$ cat src/rtl/core/sharp3_fifo.sv
module sharp3_fifo #(
  parameter int WIDTH = 8,
  parameter int DEPTH = 4
) (
  input  logic                       clk,
  input  logic                       rst_n,
  input  logic                       push,
  input  logic [WIDTH-1:0]           wdata,
  input  logic                       pop,
  output logic [WIDTH-1:0]           rdata,
  output logic                       full,
  output logic                       empty,
  output logic [$clog2(DEPTH+1)-1:0] count
);

  localparam int PW = (DEPTH > 1) ? $clog2(DEPTH) : 1;
  localparam int NW = $clog2(DEPTH + 1);

  logic [WIDTH-1:0] mem_r [DEPTH];
  logic [PW-1:0]    wr_ptr_r, rd_ptr_r;
  logic [NW-1:0]    count_r;

  // storage, no reset needed
  always_ff @(posedge clk) begin
    if (push) begin
      mem_r[wr_ptr_r] <= wdata;
    end
  end

  // pointers and fill level
  always_ff @(posedge clk) begin
    if (!rst_n) begin
      wr_ptr_r <= '0;
      rd_ptr_r <= '0;
      count_r  <= '0;
    end else begin
      if (push) begin
        wr_ptr_r <= (wr_ptr_r == PW'(DEPTH - 1)) ? '0 : wr_ptr_r + 1'b1;
      end
      if (pop) begin
        rd_ptr_r <= (rd_ptr_r == PW'(DEPTH - 1)) ? '0 : rd_ptr_r + 1'b1;
      end
      if (push && !pop) begin
        count_r <= count_r + 1'b1;
      end else if (pop && !push) begin
        count_r <= count_r - 1'b1;
      end
    end
  end

  assign rdata = mem_r[rd_ptr_r];
  assign full  = (count_r == NW'(DEPTH));
  assign empty = (count_r == '0);
  assign count = count_r;

endmodule

$ cat config.mk
export PLATFORM = sky130hd
export DESIGN_NAME = sharp3_fifo
export DESIGN_NICKNAME = d
export VERILOG_FILES = /design/src/rtl/core/sharp3_fifo.sv
export SDC_FILE = /design/constraint.sdc
export NUM_CORES = 1
export LEC_CHECK = 0
export ABC_CLOCK_PERIOD_IN_PS = 1520
export BUFFER_PORTS_ARGS = -buffer_cell sky130_fd_sc_hd__buf_2
export CAP_MARGIN = 20
export CORE_ASPECT_RATIO = 0.75
export CORE_MARGIN = 2
export CORE_UTILIZATION = 30
export CTS_CLUSTER_SIZE = 24
export DETAILED_ROUTE_END_ITERATION = 6
export PLACE_DENSITY = 0.52
export SETUP_SLACK_MARGIN = 0.4
export SYNTH_ARGS = -nofsm -noshare
export SYNTH_HDL_FRONTEND = slang
export SYNTH_SLANG_ARGS = --single-unit
$ cat constraint.sdc
create_clock -name clk -period 1.52 [get_ports clk]
set_input_delay 0.152 -clock clk [delete_from_list [all_inputs] [get_ports clk]]
set_output_delay 0.152 -clock clk [all_outputs]
set_load 0.1 [all_outputs]
==> summary by stage <==
Floorplanning
After floorplanning, the core was divided into 23 placement rows. The horizontal die dimension is about 89 um. The total I/O pin count is 25. The placeable core region is ~5300 um2. The die is around 68 um tall. The die covers 5990 um2. The initial utilization of the core area, before any placement, comes to a little under a third.

Yosys
Of the post-synthesis cell area, the part taken by muxes is between 10% and 20%. The basic-gate share of the synthesized area counting and, or, nand and nor cells is approximately 5.6%. Sequential cells were found to cover 70.6% of the synthesized design area. By area, the combinational part of the netlist is dominated by multiplexers.

The portion of synthesized cell area occupied by the leading cell type is between 50% and 60%. In the synthesized netlist the dominant register cell turns out to be sky130_fd_sc_hd__edfxtp_1. Sorting the synthesized cells by how often they occur yields sky130_fd_sc_hd__edfxtp_1 (32), sky130_fd_sc_hd__dfxtp_1 (9), sky130_fd_sc_hd__mux4_2 (8). In this run the cell area of the synthesized design comes to between 1500 and 2000 um2. Of the total synthesized cell area, the portion taken by XOR and XNOR cells is under 10%. The most used standard cell by instance count after synthesis is sky130_fd_sc_hd__edfxtp_1. The number of different library cells used by synthesis comes to 20. The synthesized netlist cell count is between 80 and 90. By area the synthesized netlist is led by sky130_fd_sc_hd__edfxtp_1 (59%), sky130_fd_sc_hd__dfxtp_1 (11%), sky130_fd_sc_hd__mux4_2 (11%).

The synthesized netlist devotes 1.24% of its cell area to compound gates. In the synthesized netlist the async set-or-reset flop fraction comes to 0%. Averaged over all synthesized cells, the footprint is about 19 um2. The number of nets handed over by synthesis was ~110.

Summing the areas of all fa, ha and maj instances in the mapped netlist gives 5.89% of the synthesized area. The synthesized design contains 41 register bits. Summed over all instances, the cell type with the most area after synthesis is sky130_fd_sc_hd__edfxtp_1. Yosys printed 0 warnings.

Counting flops with a built-in enable in the synthesized netlist gives 32.

Pwr
Of the total power, registers draw 42.8%. The post-layout total power is 3.12 mW. The analysis attributes to cell leakage a power of ~0.83 nW. The maximum VDD drop is between 0.0005 and 0.0006 V. Of the total power, the share spent switching nets is between 30% and 40%.

The power dissipated by switching net loads is 0.990 mW. The internal power of the cells totals approximately 2.1 mW. The share of total power dissipated in the clock network is about a quarter. For this design the ratio of total power to cell area is around 1400 nW/um2. Per report_power, the combinational group accounts for 30.5% of the total.

Global routing
The initial antenna violation count is 0. The final global-route overflow total is 0. The first global-routing pass estimated between 4000 and 5000 um of wire. The total routing usage reported by global routing is 11.4%. The pin count of the biggest net entering global routing is 14.

The via count of the first global-routing pass came to between 900 and 1,000.

Setup path
The dominant delay contributor by cell family on the critical path is multiplexers. The buffers plus inverters on the worst setup path is 2. The standard cell with the maximum stage delay on the critical path is sky130_fd_sc_hd__mux4_2.

The required time of the critical path is roughly 1.4 ns. The highest net fanout along the worst path is 8. The startpoint type of the worst setup path is a flop.

Walking the worst path, the cells encountered are buf_12 > mux4_2 > buf_6. The type of destination of the critical path is a primary output. In this design, the stage delay of the slowest critical-path cell is approximately 0.52 ns. The worst setup path is of the flop to primary output kind. The endpoint arrival time on the critical path is between 1 and 1.5 ns.

STA
Based on the critical path, the design can be clocked at up to 609 MHz. The number of max-slew violations in the final report is 0. The routed design could run at a clock period as short as 1.64 ns. The setup slack after layout is -0.122 ns. The final clock period utilization by the worst path is 108%. Setup repair after global routing could not meet its margin everywhere. The slew at the pin closest to its max-slew limit is between 0.2 and 0.25 ns. Measured against its own limit, the worst slew margin works out to between 80% and 90%. Setup violations remaining at the end of the flow were counted as 8.

The number of hold violations in the final report was 0. Clock skew on the completed layout was measured at between 0.002 and 0.003 ns.

Finish
The proportion of layout cells with a drive suffix above 1 is 55.5%. The number of non-filler instances in the completed layout is just over 200. Cells fill a little over two fifths of the core in the end. The register cell area after layout is 1160 um2. The area added between synthesis and finish is 42.4%. The number of fill cells is around 470.

The number of nets in the finished design is 146. The number of antenna repair diodes is 0. The multi-input gate area in the final layout is around 540 um2.

Clocking
TritonCTS created 5 clock buffers. The post-CTS clock slew at the launch and capture registers of the worst setup and hold paths is around 0.070 ns. The root buffer cell is sky130_fd_sc_hd__clkbuf_8.

The clock tree synthesis step divided the H-tree into 2 levels. The count of clock tree sinks is 41. The clock passes through at most 2 buffers. The clock latency at the later pin of the worst-skew pair is around 0.28 ns.

After clock tree synthesis, the flow added hold-fix buffers numbering 0. TritonCTS built the clock tree.

Detailed routing
In the detailed route, the total length drawn on met3 is ~130 um. The met2 wire length is 1600 um. The top layer used by detailed routing is met4. The number of vias per cell after detailed routing is 4.20.

The per-cell routed wire length is around 15 um. The wire length after detailed routing is about 3100 um. The length of the first detailed-routing pass in iterations is 4. The number of vias in the routed layout is approximately 850. In this run, the number of DRC markers left after iteration 0 of detailed routing was 23. In the routed design, unresolved DRC markers number 0. After detailed routing, the wire length on met1 is approximately 1300 um.

The number of nets still failing antenna checks after routing is 0.

Worst hold path
In this run the worst hold path is classified as input port to flop.

Placed design
Once placement completed, the tool counted placed cells totaling 190. Buffers placed on the I/O ports in this run total 24. Timing analysis after detailed placement gives a worst setup slack of -0.112 ns. The routability-driven placement congestion ratio is ~0.67. Once detailed placement completed, the half-perimeter wirelength came to around 2100 um.

Outcome
The final reports fail on negative setup slack. The flow ran to the end, but the final reports show violations.

Flow run
The max-cap violation count is 0.
worst paths after layout:
check              startpoint          end  slack [ns]  cells after the start
setup reg to reg     count[1]     count[2]        0.07                      4
setup / recovery         flop     rdata[0]       -0.12                      3
hold reg to reg   rd_ptr_r[1]  rd_ptr_r[1]        0.57                      2
hold / removal       wdata[5]  mem_r[3][5]        0.07                      1
stage by stage:
| step | hold slack [ns] | area (um2) | setup TNS [ns] |
|---|---|---|---|
| 6_report | 0.0734 | 2300 | -0.902 |
| 5_1_grt | 0.0708 | 2300 | -1.33 |
| 4_1_cts | 0.0644 | 2210 | -1.10 |
| 3_5_place_dp | 0.368 | 1920 | -0.112 |
| 3_3_place_gp | 0.362 | 1920 | -0.0246 |
| 2_1_floorplan | 0.251 | 1660 | -0.0815 |
cell families after synthesis:
logic type	Yosys count
xor gates and xnor gates	2
and+or+nand+nor	15
muxes	12
AOI/OAI and AO/OA	3
buffers and inverters	6
DFF	41
adders and majority gates	7
layout make-up:
type | count | share of cell area, %
Clock inverter | 2 | 1.52
Clock buffer | 6 | 3.15
Tap cell | 75 | 4.08
Timing Repair Buffer | 36 | 16.6
Inverter | 4 | 0.870
Multi-Input combinational cell | 39 | 23.3
Sequential cell | 41 | 50.5
timing repair:
action                     CTS  global route
resized for setup           41            19
hold endpoints to repair     0             0
buffers inserted             4             1
cloned                       0             0
setup endpoints to repair   47            39
pin swaps                    3             8
layer usage:
| metal | GRT usage [%] | vias up |
|---|---|---|
| li1 | - | 406 |
| met1 | 13.6 | 425 |
| met2 | 19.0 | 18 |
| met3 | 3.79 | 4 |
| met4 | 4.55 | 0 |
| met5 | 0 | - |
state kept, by name, summed over array words and instances (netlist names), named ones only:
| register | flops |
|---|---|
| count | 3 |
| mem_r | 32 |
| wr_ptr_r | 2 |
| rd_ptr_r | 2 |
power by group through the flow:
stage | combinational, mW | sequential, mW | clock (mW)
finish | 0.952 | 1.33 | 0.832
floorplan | 0.482 | 1.45 | 0
global route | 0.992 | 1.34 | 0.903
global placement | 0.704 | 1.35 | 0
detailed placement | 0.717 | 1.36 | 0
CTS | 0.919 | 1.32 | 0.860
layout by cell type (no fill, tap or decap):
cell / Yosys / final
sky130_fd_sc_hd__nor3b_4: 0 / 1
sky130_fd_sc_hd__dfxtp_4: 0 / 5
sky130_fd_sc_hd__xor2_2: 0 / 1
sky130_fd_sc_hd__buf_2: 0 / 11
sky130_fd_sc_hd__a21boi_1: 1 / 1
sky130_fd_sc_hd__buf_8: 0 / 1
sky130_fd_sc_hd__nor2b_1: 5 / 5
sky130_fd_sc_hd__mux4_2: 8 / 8
sky130_fd_sc_hd__nor3_4: 0 / 1
sky130_fd_sc_hd__buf_4: 0 / 5
sky130_fd_sc_hd__dfxtp_1: 9 / 3
sky130_fd_sc_hd__clkbuf_1: 0 / 1
sky130_fd_sc_hd__clkbuf_8: 0 / 5
sky130_fd_sc_hd__and2_4: 0 / 4
sky130_fd_sc_hd__mux2i_1: 4 / 4
sky130_fd_sc_hd__clkinv_2: 0 / 1
sky130_fd_sc_hd__edfxtp_1: 32 / 32
sky130_fd_sc_hd__xnor2_1: 1 / 1
sky130_fd_sc_hd__inv_4: 0 / 2
sky130_fd_sc_hd__buf_12: 0 / 7
sky130_fd_sc_hd__or3_1: 1 / 1
sky130_fd_sc_hd__nor3_1: 2 / 1
sky130_fd_sc_hd__ha_4: 0 / 4
sky130_fd_sc_hd__fa_2: 0 / 1
sky130_fd_sc_hd__and2_1: 5 / 1
sky130_fd_sc_hd__inv_1: 4 / 2
sky130_fd_sc_hd__o21ai_0: 1 / 1
sky130_fd_sc_hd__dfxtp_2: 0 / 1
sky130_fd_sc_hd__bufinv_16: 0 / 1
sky130_fd_sc_hd__o21a_1: 1 / 1
sky130_fd_sc_hd__ha_1: 6 / 2
sky130_fd_sc_hd__nor2_1: 1 / 1
sky130_fd_sc_hd__buf_6: 1 / 12
No activity file was read; power rests on OpenSTA's default activity.
