===== config.mk =====
export PLATFORM = sky130hd
export DESIGN_NAME = sharp3_front
export DESIGN_NICKNAME = d
export VERILOG_FILES = /design/src/rtl/core/sharp3_pkg.sv /design/src/rtl/core/sharp3_front.sv
export SDC_FILE = /design/constraint.sdc
export NUM_CORES = 1
export LEC_CHECK = 0
export ABC_AREA = 1
export BUFFER_PORTS_ARGS = -buffer_cell sky130_fd_sc_hd__buf_4
export CAP_MARGIN = 30
export CORE_ASPECT_RATIO = 1.5
export CORE_MARGIN = 8
export CORE_UTILIZATION = 45
export CTS_CLUSTER_SIZE = 40
export DETAILED_ROUTE_END_ITERATION = 8
export PLACE_DENSITY = 0.7
export SLEW_MARGIN = 20
export SYNTH_ARGS = -nofsm -noshare
export SYNTH_HDL_FRONTEND = slang
export SYNTH_SLANG_ARGS = --single-unit

===== constraint.sdc =====
create_clock -name clk -period 10.6 [get_ports clk]
set_input_delay 1.06 -clock clk [delete_from_list [all_inputs] [get_ports clk]]
set_output_delay 1.06 -clock clk [all_outputs]
set_load 0.05 [all_outputs]

===== src/rtl/core/sharp3_pkg.sv =====
package sharp3_pkg;

  // Sizes fixed by the beat formats
  localparam int PIX_W         = 8;
  localparam int NUM_CH        = 3;
  localparam int PIX_BITS      = PIX_W * NUM_CH;
  localparam int COLS_W        = 12;
  localparam int ROWS_W        = 16;
  localparam int CFG_W         = 16;

  // Defaults and filter constants
  localparam int DEF_MAX_WIDTH = 2048;
  localparam int MAX_CHANNELS  = 3;
  localparam int CENTER_WEIGHT = 5;
  localparam int BORDER_VALUE  = 0;
  localparam int RESET_WIDTH   = 640;
  localparam int RESET_HEIGHT  = 480;
  localparam int RESET_CHANS   = 3;
  localparam int MIN_DIM       = 3;

  // Queue depths
  localparam int CMD_DEPTH     = 4;
  localparam int OUT_DEPTH     = 2;

  // Operation codes
  localparam logic OP_PIXEL    = 1'b0;
  localparam logic OP_FLUSH    = 1'b1;

  // Configuration register indexes
  typedef enum logic [1:0] {
    CFG_IMAGE_WIDTH   = 2'd0,
    CFG_IMAGE_HEIGHT  = 2'd1,
    CFG_CHANNEL_COUNT = 2'd2
  } cfg_reg_t;

  typedef struct packed {
    logic             operation;
    logic [PIX_W-1:0] pixel_ch0;
    logic [PIX_W-1:0] pixel_ch1;
    logic [PIX_W-1:0] pixel_ch2;
  } in_beat_t;

  typedef struct packed {
    logic [PIX_W-1:0] out_ch0;
    logic [PIX_W-1:0] out_ch1;
    logic [PIX_W-1:0] out_ch2;
    logic             frame_last;
  } out_beat_t;

  // Classified item handed from front to back
  typedef struct packed {
    logic [PIX_BITS-1:0] pix;
    logic                emit;
    logic                border;
    logic                last;
    logic [NUM_CH-1:0]   ch_en;
  } sharp3_cmd_t;

  // 5*c - l - r - u - d, clamped to 0..255
  function automatic logic [PIX_W-1:0] sharpen_px(
    input logic [PIX_W-1:0] c,
    input logic [PIX_W-1:0] l,
    input logic [PIX_W-1:0] r,
    input logic [PIX_W-1:0] u,
    input logic [PIX_W-1:0] d
  );
    logic        [10:0] c5;
    logic        [9:0]  s;
    logic signed [11:0] v;
    logic        [PIX_W-1:0] res;
    c5 = 11'(c) * 11'(CENTER_WEIGHT);
    s  = 10'(l) + 10'(r) + 10'(u) + 10'(d);
    v  = $signed({1'b0, c5}) - $signed({2'b00, s});
    if (v < 12'sd0) begin
      res = '0;
    end else if (v > 12'sd255) begin
      res = '1;
    end else begin
      res = v[PIX_W-1:0];
    end
    return res;
  endfunction

endpackage


===== src/rtl/core/sharp3_front.sv =====
module sharp3_front import sharp3_pkg::*; #(
  parameter int MAX_WIDTH = DEF_MAX_WIDTH
) (
  input  logic                         clk,
  input  logic                         rst_n,
  input  logic                         cfg_we,
  input  logic [1:0]                   cfg_index,
  input  logic [CFG_W-1:0]             cfg_wdata,
  input  logic                         in_valid,
  output logic                         in_stall,
  input  in_beat_t                     in_data,
  input  logic                         q_full,
  output logic                         q_push,
  output logic [$clog2(MAX_WIDTH)-1:0] q_ic,
  output sharp3_cmd_t                  q_cmd
);

  localparam int AW = $clog2(MAX_WIDTH);
  localparam int CW = (AW + 1 > COLS_W) ? AW + 1 : COLS_W;

  logic [COLS_W-1:0] width_r;
  logic [ROWS_W-1:0] height_r;
  logic [1:0]        chcnt_r;

  logic [AW-1:0]     icol_r, ocol_r;
  logic [ROWS_W:0]   irow_r;
  logic [ROWS_W-1:0] orow_r;

  logic [CW-1:0]     cols, cols_m1, icol_inc, ocol_inc, ocol_ext;
  logic [ROWS_W-1:0] rows, rows_m1;
  logic [ROWS_W:0]   rows_p1;
  logic [1:0]        nch;
  logic              accept, emit, border, last;
  logic [NUM_CH-1:0] ch_en;

  // effective frame geometry and channel count
  always_comb begin
    if (width_r < COLS_W'(MIN_DIM)) begin
      cols = CW'(MIN_DIM);
    end else if (32'(width_r) > MAX_WIDTH) begin
      cols = CW'(MAX_WIDTH);
    end else begin
      cols = CW'(width_r);
    end
    rows = (height_r < ROWS_W'(MIN_DIM)) ? ROWS_W'(MIN_DIM) : height_r;
    if (chcnt_r == 2'd0) begin
      nch = 2'd1;
    end else if (32'(chcnt_r) > MAX_CHANNELS) begin
      nch = 2'(MAX_CHANNELS);
    end else begin
      nch = chcnt_r;
    end
    for (int i = 0; i < NUM_CH; i++) begin
      ch_en[i] = (2'(i) < nch);
    end
  end

  assign cols_m1  = cols - 1'b1;
  assign rows_m1  = rows - 1'b1;
  assign rows_p1  = {1'b0, rows} + 1'b1;
  assign icol_inc = CW'(icol_r) + 1'b1;
  assign ocol_ext = CW'(ocol_r);
  assign ocol_inc = ocol_ext + 1'b1;

  // classify the incoming item
  assign emit   = (irow_r >= (ROWS_W+1)'(2)) || (irow_r == (ROWS_W+1)'(1) && icol_r != '0);
  assign border = (orow_r == '0) || (orow_r == rows_m1) || (ocol_r == '0)
                  || (ocol_ext == cols_m1);
  assign last   = (orow_r == rows_m1) && (ocol_ext == cols_m1);

  assign in_stall = q_full;
  assign accept   = in_valid && !q_full;
  assign q_push   = accept;
  assign q_ic     = icol_r;

  always_comb begin
    q_cmd.pix    = (in_data.operation == OP_FLUSH) ? '0
                 : {in_data.pixel_ch2, in_data.pixel_ch1, in_data.pixel_ch0};
    q_cmd.emit   = emit;
    q_cmd.border = border;
    q_cmd.last   = last;
    q_cmd.ch_en  = ch_en;
  end

  // config registers and frame position counters
  always_ff @(posedge clk) begin
    if (!rst_n) begin
      width_r  <= COLS_W'(RESET_WIDTH);
      height_r <= ROWS_W'(RESET_HEIGHT);
      chcnt_r  <= 2'(RESET_CHANS);
      icol_r   <= '0;
      irow_r   <= '0;
      ocol_r   <= '0;
      orow_r   <= '0;
    end else if (cfg_we) begin
      unique case (cfg_index)
        CFG_IMAGE_WIDTH: begin
          width_r <= cfg_wdata[COLS_W-1:0];
          icol_r <= '0; irow_r <= '0; ocol_r <= '0; orow_r <= '0;
        end
        CFG_IMAGE_HEIGHT: begin
          height_r <= cfg_wdata[ROWS_W-1:0];
          icol_r <= '0; irow_r <= '0; ocol_r <= '0; orow_r <= '0;
        end
        CFG_CHANNEL_COUNT: begin
          chcnt_r <= cfg_wdata[1:0];
          icol_r <= '0; irow_r <= '0; ocol_r <= '0; orow_r <= '0;
        end
        default: begin
        end
      endcase
    end else if (accept) begin
      // output position advances only on items that produce a beat
      if (emit) begin
        if (last) begin
          ocol_r <= '0;
          orow_r <= '0;
        end else if (ocol_inc >= cols) begin
          ocol_r <= '0;
          orow_r <= orow_r + 1'b1;
        end else begin
          ocol_r <= ocol_inc[AW-1:0];
        end
      end
      // input position; the flush tail's last item, in row rows+1, restarts the frame
      if (irow_r >= rows_p1) begin
        icol_r <= '0;
        irow_r <= '0;
      end else if (icol_inc >= cols) begin
        icol_r <= '0;
        irow_r <= irow_r + 1'b1;
      end else begin
        icol_r <= icol_inc[AW-1:0];
      end
    end
  end

endmodule


==> run metrics, run 1 <==
PwrDens=113 nW/um^2; H-tree depth=3; DP Area=7780 sq um; largest net degree at the start of global routing=55; Final Hold Fails=0; leak pwr=3.73 nW; post-CTS resize count=0; critical path's largest stage delay=0.64 ns; GRT Residual Overflow=0; CP endpoint kind=flop; Hold Path Class=reg2reg; FFs w/ async S/R, synth=0; EDFF count, synth=0; core area=15600 sq um; minimum clock period=4.55 ns; Total GRT Usage=0.195; post-synthesis sequential area ratio=0.240; Peak VDD IR=65.2 uV; compound-cell area share of the yosys netlist=0.125; yosys warns=0; CP Max Fanout=16; Die W=118 microns; CP Launch Type=flop; Fin Setup TNS=0 ns; nets@finish=1266; share of post-route cells with drive strength above 1=0.108; number of remaining DRC errors=0; Setup violations, final=0; Worst Setup Path Type=reg2reg; Final Skew=0.00857 ns; CTS tree=done; Detailed Route Iter0 Violations=360; status=complete, no violations; fin crit share=0.430; # port buffers=89; Final Max Tran Viols=0; DR WL/cell=14.4 microns; clock sinks=85; first-pass GRT wire length=32.3 mm; Via Count=7085; RSZ-0062 raised after global routing=no; Bufs on Longest Clock Path=2; Antenna Nets Post-Route=0; Max Cap Viol=0; hold_buf cts=0; Synth cell types=43; P&R area growth vs syn=13.8%; die footprint=20100 sq um; Detail Placement HPWL=15.5 mm; num ports=91; Critical Path RT=10.88 ns; initial antenna violation count=0; fillers=1582; worst slew pin tran=0.800 ns; Mean Syn Cell Area=6.37 sq um; crit-path most repeated cell=nand2_1; Routed WL=19.8 mm; Simple-Gate Fraction of Synth Area=0.322; CTS Buf Count=9; vias in the first global route=6738; Syn Inst Count=1112; slowest CP cell=nor2_1; Core Util, Final=0.519; root buffer cell=clkbuf_16; drt first pass iters=5; highest-count cells in the layout ignoring fill and taps=nand2_1, inv_1, nor2_1, buf_4, dfxtp_1; DIE HEIGHT=170 microns; Worst Path Arrival=4.84 ns; Adder-Cell Fraction of Synth Area=0.0936; Vias per Instance=5.16; most common cell after layout, fill and taps aside=nand2_1; xor/xnor share of the synthesized area=0.101; num rows=56; Starting Density=0.456; placer congestion estimate=0.911; Max Freq=220 MHz; Skew-Pair Late Insertion Delay=0.35 ns; crit path cell chain=nor2_2 > nand2_1 > nor2_1 > nand2_2 > nand2_1 > ha_1 > nand3_1 > nor2_1 > nand3_1 > nor4_1 > xor2_1 > ha_1 > nand2_1 > nor2_1 > a211oi_1 > o2111ai_1 > nand2_1 > nand2_1 > nor2_1 > nand2_1 > nand2_1 > o21ai_0 > a21oi_1; Post-synth top flop=dfxtp_1; relative slew slack=0.465; largest family of logic cells by synthesized area=simple AND/OR/NAND/NOR gates; register bit total from synthesis=85; antenna diode count=0; mux cell area share after synthesis=0; Post-CTS Setup Inserts=0; Net Count, Synth=1213; fin area=8070 sq um; Reg clk slew, reported paths=0.07 ns; area of the mapped netlist=7090 sq um
cell families after synthesis:
group                    after synthesis
other                                  1
XOR/XNOR                              82
flip-flops                            85
AO/OA/AOI/OAI                        163
adder cells (fa/ha/maj)               53
AND/OR/NAND/NOR                      521
buffers and inverters                207
worst paths after layout:
kind | startpoint | end | slack (ns) | cells after the start
worst min register to register | ocol_r[9] | ocol_r[9] | 0.47 | 2
worst min-delay path | ocol_r[9] | ocol_r[9] | 0.47 | 2
worst max register to register | height_r[8] | irow_r[8] | 6.05 | 23
worst max-delay path | height_r[8] | irow_r[8] | 6.05 | 23
report_power, final:
| group | switching [mW] | internal [mW] |
|---|---|---|
| Clock | 0.149 | 0.164 |
| Combinational | 0.157 | 0.0834 |
| Sequential | 0.0231 | 0.335 |
through the flow:
step                      std cells  setup slack [ns]  hold slack, ns  power (mW)
after CTS                      1372              5.87           0.467       0.915
after detailed placement       1356              5.87           0.456       0.602
after global routing           1373              5.39           0.495       0.963
after global placement         1356              5.99           0.449       0.600
after floorplan                1112              6.84           0.429       0.536
final                          1373              6.05           0.467       0.911
flip-flops by register name, indices dropped and copies added, names as in the netlist:
| name | count |
|---|---|
| height_r | 16 |
| irow_r | 17 |
| width_r | 12 |
| q_ic | 11 |
| chcnt_r | 2 |
| orow_r | 16 |
| ocol_r | 11 |
Yosys cell counts (17+ instances only):
master / n / area (sq um)
ha_1: 53 / 663
clkbuf_1: 29 / 109
nand2_1: 208 / 781
xor2_1: 65 / 569
a21oi_1: 75 / 375
inv_1: 154 / 578
nand3_1: 81 / 405
xnor2_1: 17 / 149
nor3_1: 21 / 105
nor2_1: 150 / 563
nand4_1: 18 / 113
dfxtp_1: 85 / 1700
o21ai_0: 61 / 305
layout make-up:
type | instances | area [sq um] | area share
multi-input cells | 820 | 4550 | 0.564
flip-flops and latches | 85 | 1700 | 0.211
clock inverters | 6 | 53.8 | 0.00667
clock buffers | 10 | 229 | 0.0284
repair buffers | 91 | 683 | 0.0847
inverters | 158 | 593 | 0.0735
well taps | 203 | 254 | 0.0315
critical path, delay by kind of cell (launching register included):
family / cells / cell delay, ns
simple gates: 16 / 2.82
compound gates: 4 / 0.62
flops: 1 / 0.38
fa+ha+maj: 2 / 0.48
xor+xnor: 1 / 0.20
per-layer routing:
layer  global-route usage  wire length (microns)
met1                0.207                   7950
met2                0.355                   9860
met3               0.0360                   1030
met4                0.114                    913
met5                    0                      0
Note: power is estimated with default switching activity, not from simulation.
==> run 2: changes to the inputs <==
--- a/config.mk
+++ b/config.mk
@@ -5,7 +5,7 @@
 export SDC_FILE = /design/constraint.sdc
 export NUM_CORES = 1
 export LEC_CHECK = 0
-export ABC_AREA = 1
+export ABC_AREA = 0
 export BUFFER_PORTS_ARGS = -buffer_cell sky130_fd_sc_hd__buf_4
 export CAP_MARGIN = 30
 export CORE_ASPECT_RATIO = 1.5
==> constraint.sdc (replaced) <==
create_clock -name clk -period 4.4 [get_ports clk]
set_input_delay 0.44 -clock clk [delete_from_list [all_inputs] [get_ports clk]]
set_output_delay 0.44 -clock clk [all_outputs]
set_load 0.05 [all_outputs]
==> run 2 against run 1 <==
Against the previous run:
- final area up 5.8%
- largest power group is now clock
- sequential share of layout area down 1.2 points
- final cell count down 9.2%
- total power up 120%
- clock skew up 0.0050 ns
- hold slack worse by 0.14 ns
- critical endpoint is now q_cmd[3]
- non-clock buffer count up 44
==> run metrics, run 2 <==
status=complete, no violations; nets@finish=1141; Worst Path Arrival=3.86 ns; Mean Syn Cell Area=7.43 sq um; HP Start=cfg_wdata[9]; Sw Share=0.295; RSZ-0062 raised after global routing=no; minimum clock period=4.30 ns; fin crit share=0.977; leak pwr=3.49 nW; dpl cells=1230; multi-input logic area=5110 sq um; Setup violations, final=0; largest cells by area after synthesis=dfxtp_1, ha_1, nand2_1, nand3_1, xor2_1; initial antenna violation count=0; clock share of power=0.420; DIE HEIGHT=171 microns; antenna diode count=0; r2r endpoint=orow_r[7]; num rows=56; drt first pass iters=6; largest net degree at the start of global routing=40; Hold Path Class=in2reg; fillers=1486; Most flops, register=irow_r; post-synth top area share=0.236; area of the mapped netlist=7200 sq um; number of remaining DRC errors=0; clock sinks=85; GRT Residual Overflow=0; Final Non-Filler Cells=1247; Worst Setup Path Type=reg2out; EDFF count, synth=0; Synth top cells by count=nand2_1, dfxtp_1, nand3_1; H-tree depth=3; worst slew pin tran=0.700 ns; root buffer cell=clkbuf_16; DR WL/cell=17.3 microns; max FFs per register=17; Psw=0.602 mW; WHS Path Cells=3; worst r2r path cells=14; Hold Path Sink=width_r[9]; CTS Buf Count=9; Int Pwr=1.44 mW; Syn Inst Count=968; CP endpoint kind=output port; num ports=91; relative slew slack=0.528; CP Launch Type=flop; placer congestion estimate=0.959; CP Max Fanout=8; PwrDens=239 nW/um^2; count leader, synth=nand2_1; Bufs on Longest Clock Path=2; yosys warns=0; highest-count cells in the layout ignoring fill and taps=buf_4, nand2_1, dfxtp_1, nand3_1, ha_1; Max Cap Viol=0; Final Skew=0.0136 ns; Final Hold Fails=0; Die W=119 microns; Max Freq=233 MHz; share of post-route cells with drive strength above 1=0.176; Reg clk slew, reported paths=0.07 ns; FFs w/ async S/R, synth=0; sequential share of power=0.389; Total GRT Usage=0.210; CTS tree=done; Synth cell types=71; # port buffers=89; combinational power share=0.192; Post-synth top flop=dfxtp_1; Skew-Pair Late Insertion Delay=0.36 ns; R2R Setup Slk=0.19 ns; Via Count=7360; Fin Setup TNS=0 ns; most common cell after layout, fill and taps aside=buf_4; Starting Density=0.461; Antenna Nets Post-Route=0; Net Count, Synth=1069; Critical Path RT=3.96 ns; Vias per Instance=5.90; r2r startpoint=height_r[11]; vias in the first global route=7083; first-pass GRT wire length=34.9 mm; Detail Placement HPWL=16.5 mm; Routed WL=21.6 mm; area leader, netlist=dfxtp_1; biggest regs=irow_r x17, height_r x16, orow_r x16; Final Max Tran Viols=0; Peak VDD IR=190 uV; Detailed Route Iter0 Violations=383; core area=15600 sq um; P&R area growth vs syn=18.6%; post-synthesis sequential area ratio=0.236; die footprint=20400 sq um; register bit total from synthesis=85; register area=1700 sq um
==> run 2: changes by cell type in the layout (fill, tap and decap cells not counted), sizes merged, moves of 18 or more <==
cell / delta
inv: -127
nor2: -106
nand2: -88
buf: +44
xor2: -34
nor2b: +29
o21ai: -24
a21oi: -23
and3: +22
nand3: -21
or4: +18
==> run 2: worst max-delay path by stage <==
stage	slack (ns)	endpoint	start	cells past startpoint
2_1_floorplan	0.02	irow_r[11]	height_r[12]	20
3_3_place_gp	0.18	orow_r[13]	height_r[9]	12
3_5_place_dp	0.14	orow_r[3]	height_r[15]	14
4_1_cts	0.12	orow_r[3]	height_r[15]	14
5_1_grt	0.004	irow_r[11]	height_r[5]	20
6_report	0.10	q_cmd[3]	width_r[11]	13
==> run 2: cells by family after synthesis <==
kind of cell,after synthesis,share of synthesized area
XOR/XNOR,60,0.0730
multiplexers,8,0.0113
adder cells (fa/ha/maj),53,0.0921
other,1,0.000521
AO/OA/AOI/OAI,192,0.176
buffers and inverters,108,0.0650
flip-flops,85,0.236
AND/OR/NAND/NOR,461,0.345
==> run 2: metal layers <==
layer | part of all wire | GRT usage | up-vias
li1 | - | - | 3639
met1 | 0.39 | 0.222 | 3416
met2 | 0.51 | 0.385 | 249
met3 | 0.050 | 0.0330 | 56
met4 | 0.044 | 0.122 | 0
met5 | 0 | 0 | -
==> run 2: worst max-delay path, stage by stage, from the launching register on <==
cell and delay [ns]:
dfxtp_1 0.32, or4_4 0.56, nor4b_4 0.28, a21o_1 0.14, inv_1 0.06, ha_1 0.24, buf_4 0.19, a32o_1 0.24
a211o_1 0.28, nor4_1 0.33, nand4_1 0.14, a211o_1 0.29, nor2_1 0.19, buf_4 0.24
==> run 2: power by group through the flow <==
| stage | combinational, mW | clock [mW] | sequential (mW) |
|---|---|---|---|
| 2_1_floorplan | 0.247 | 0 | 0.809 |
| 3_3_place_gp | 0.377 | 0 | 0.809 |
| 3_5_place_dp | 0.381 | 0 | 0.810 |
| 4_1_cts | 0.382 | 0.868 | 0.792 |
| 5_1_grt | 0.421 | 0.893 | 0.795 |
| 6_report | 0.391 | 0.857 | 0.793 |
==> run 2: final cells by class <==
class / count / area share
clock buffer: 9 / 0.0264
clock inverter: 6 / 0.0113
inverter: 33 / 0.0145
multi-input combinational: 776 / 0.599
sequential: 85 / 0.199
tap: 203 / 0.0298
timing repair buffer: 135 / 0.119
==> run 2: per-stage QoR <==
stage          hold slack [ns]  instance area [sq um]  setup slack (ns)   util  power, mW
6_report                 0.328                   8530             0.103  0.546       2.04
5_1_grt                  0.338                   8530           0.00357  0.546       2.11
4_1_cts                  0.322                   8470             0.123  0.542       2.04
3_5_place_dp             0.459                   8150             0.144  0.522       1.19
3_3_place_gp             0.450                   8140             0.184  0.521       1.19
2_1_floorplan            0.436                   7210            0.0187      -       1.06
==> run 2: timing repair <==
action	in CTS	in global routing
gates resized for setup	0	8
hold buffers	0	0
setup endpoints to repair	0	33
buffers inserted	0	1
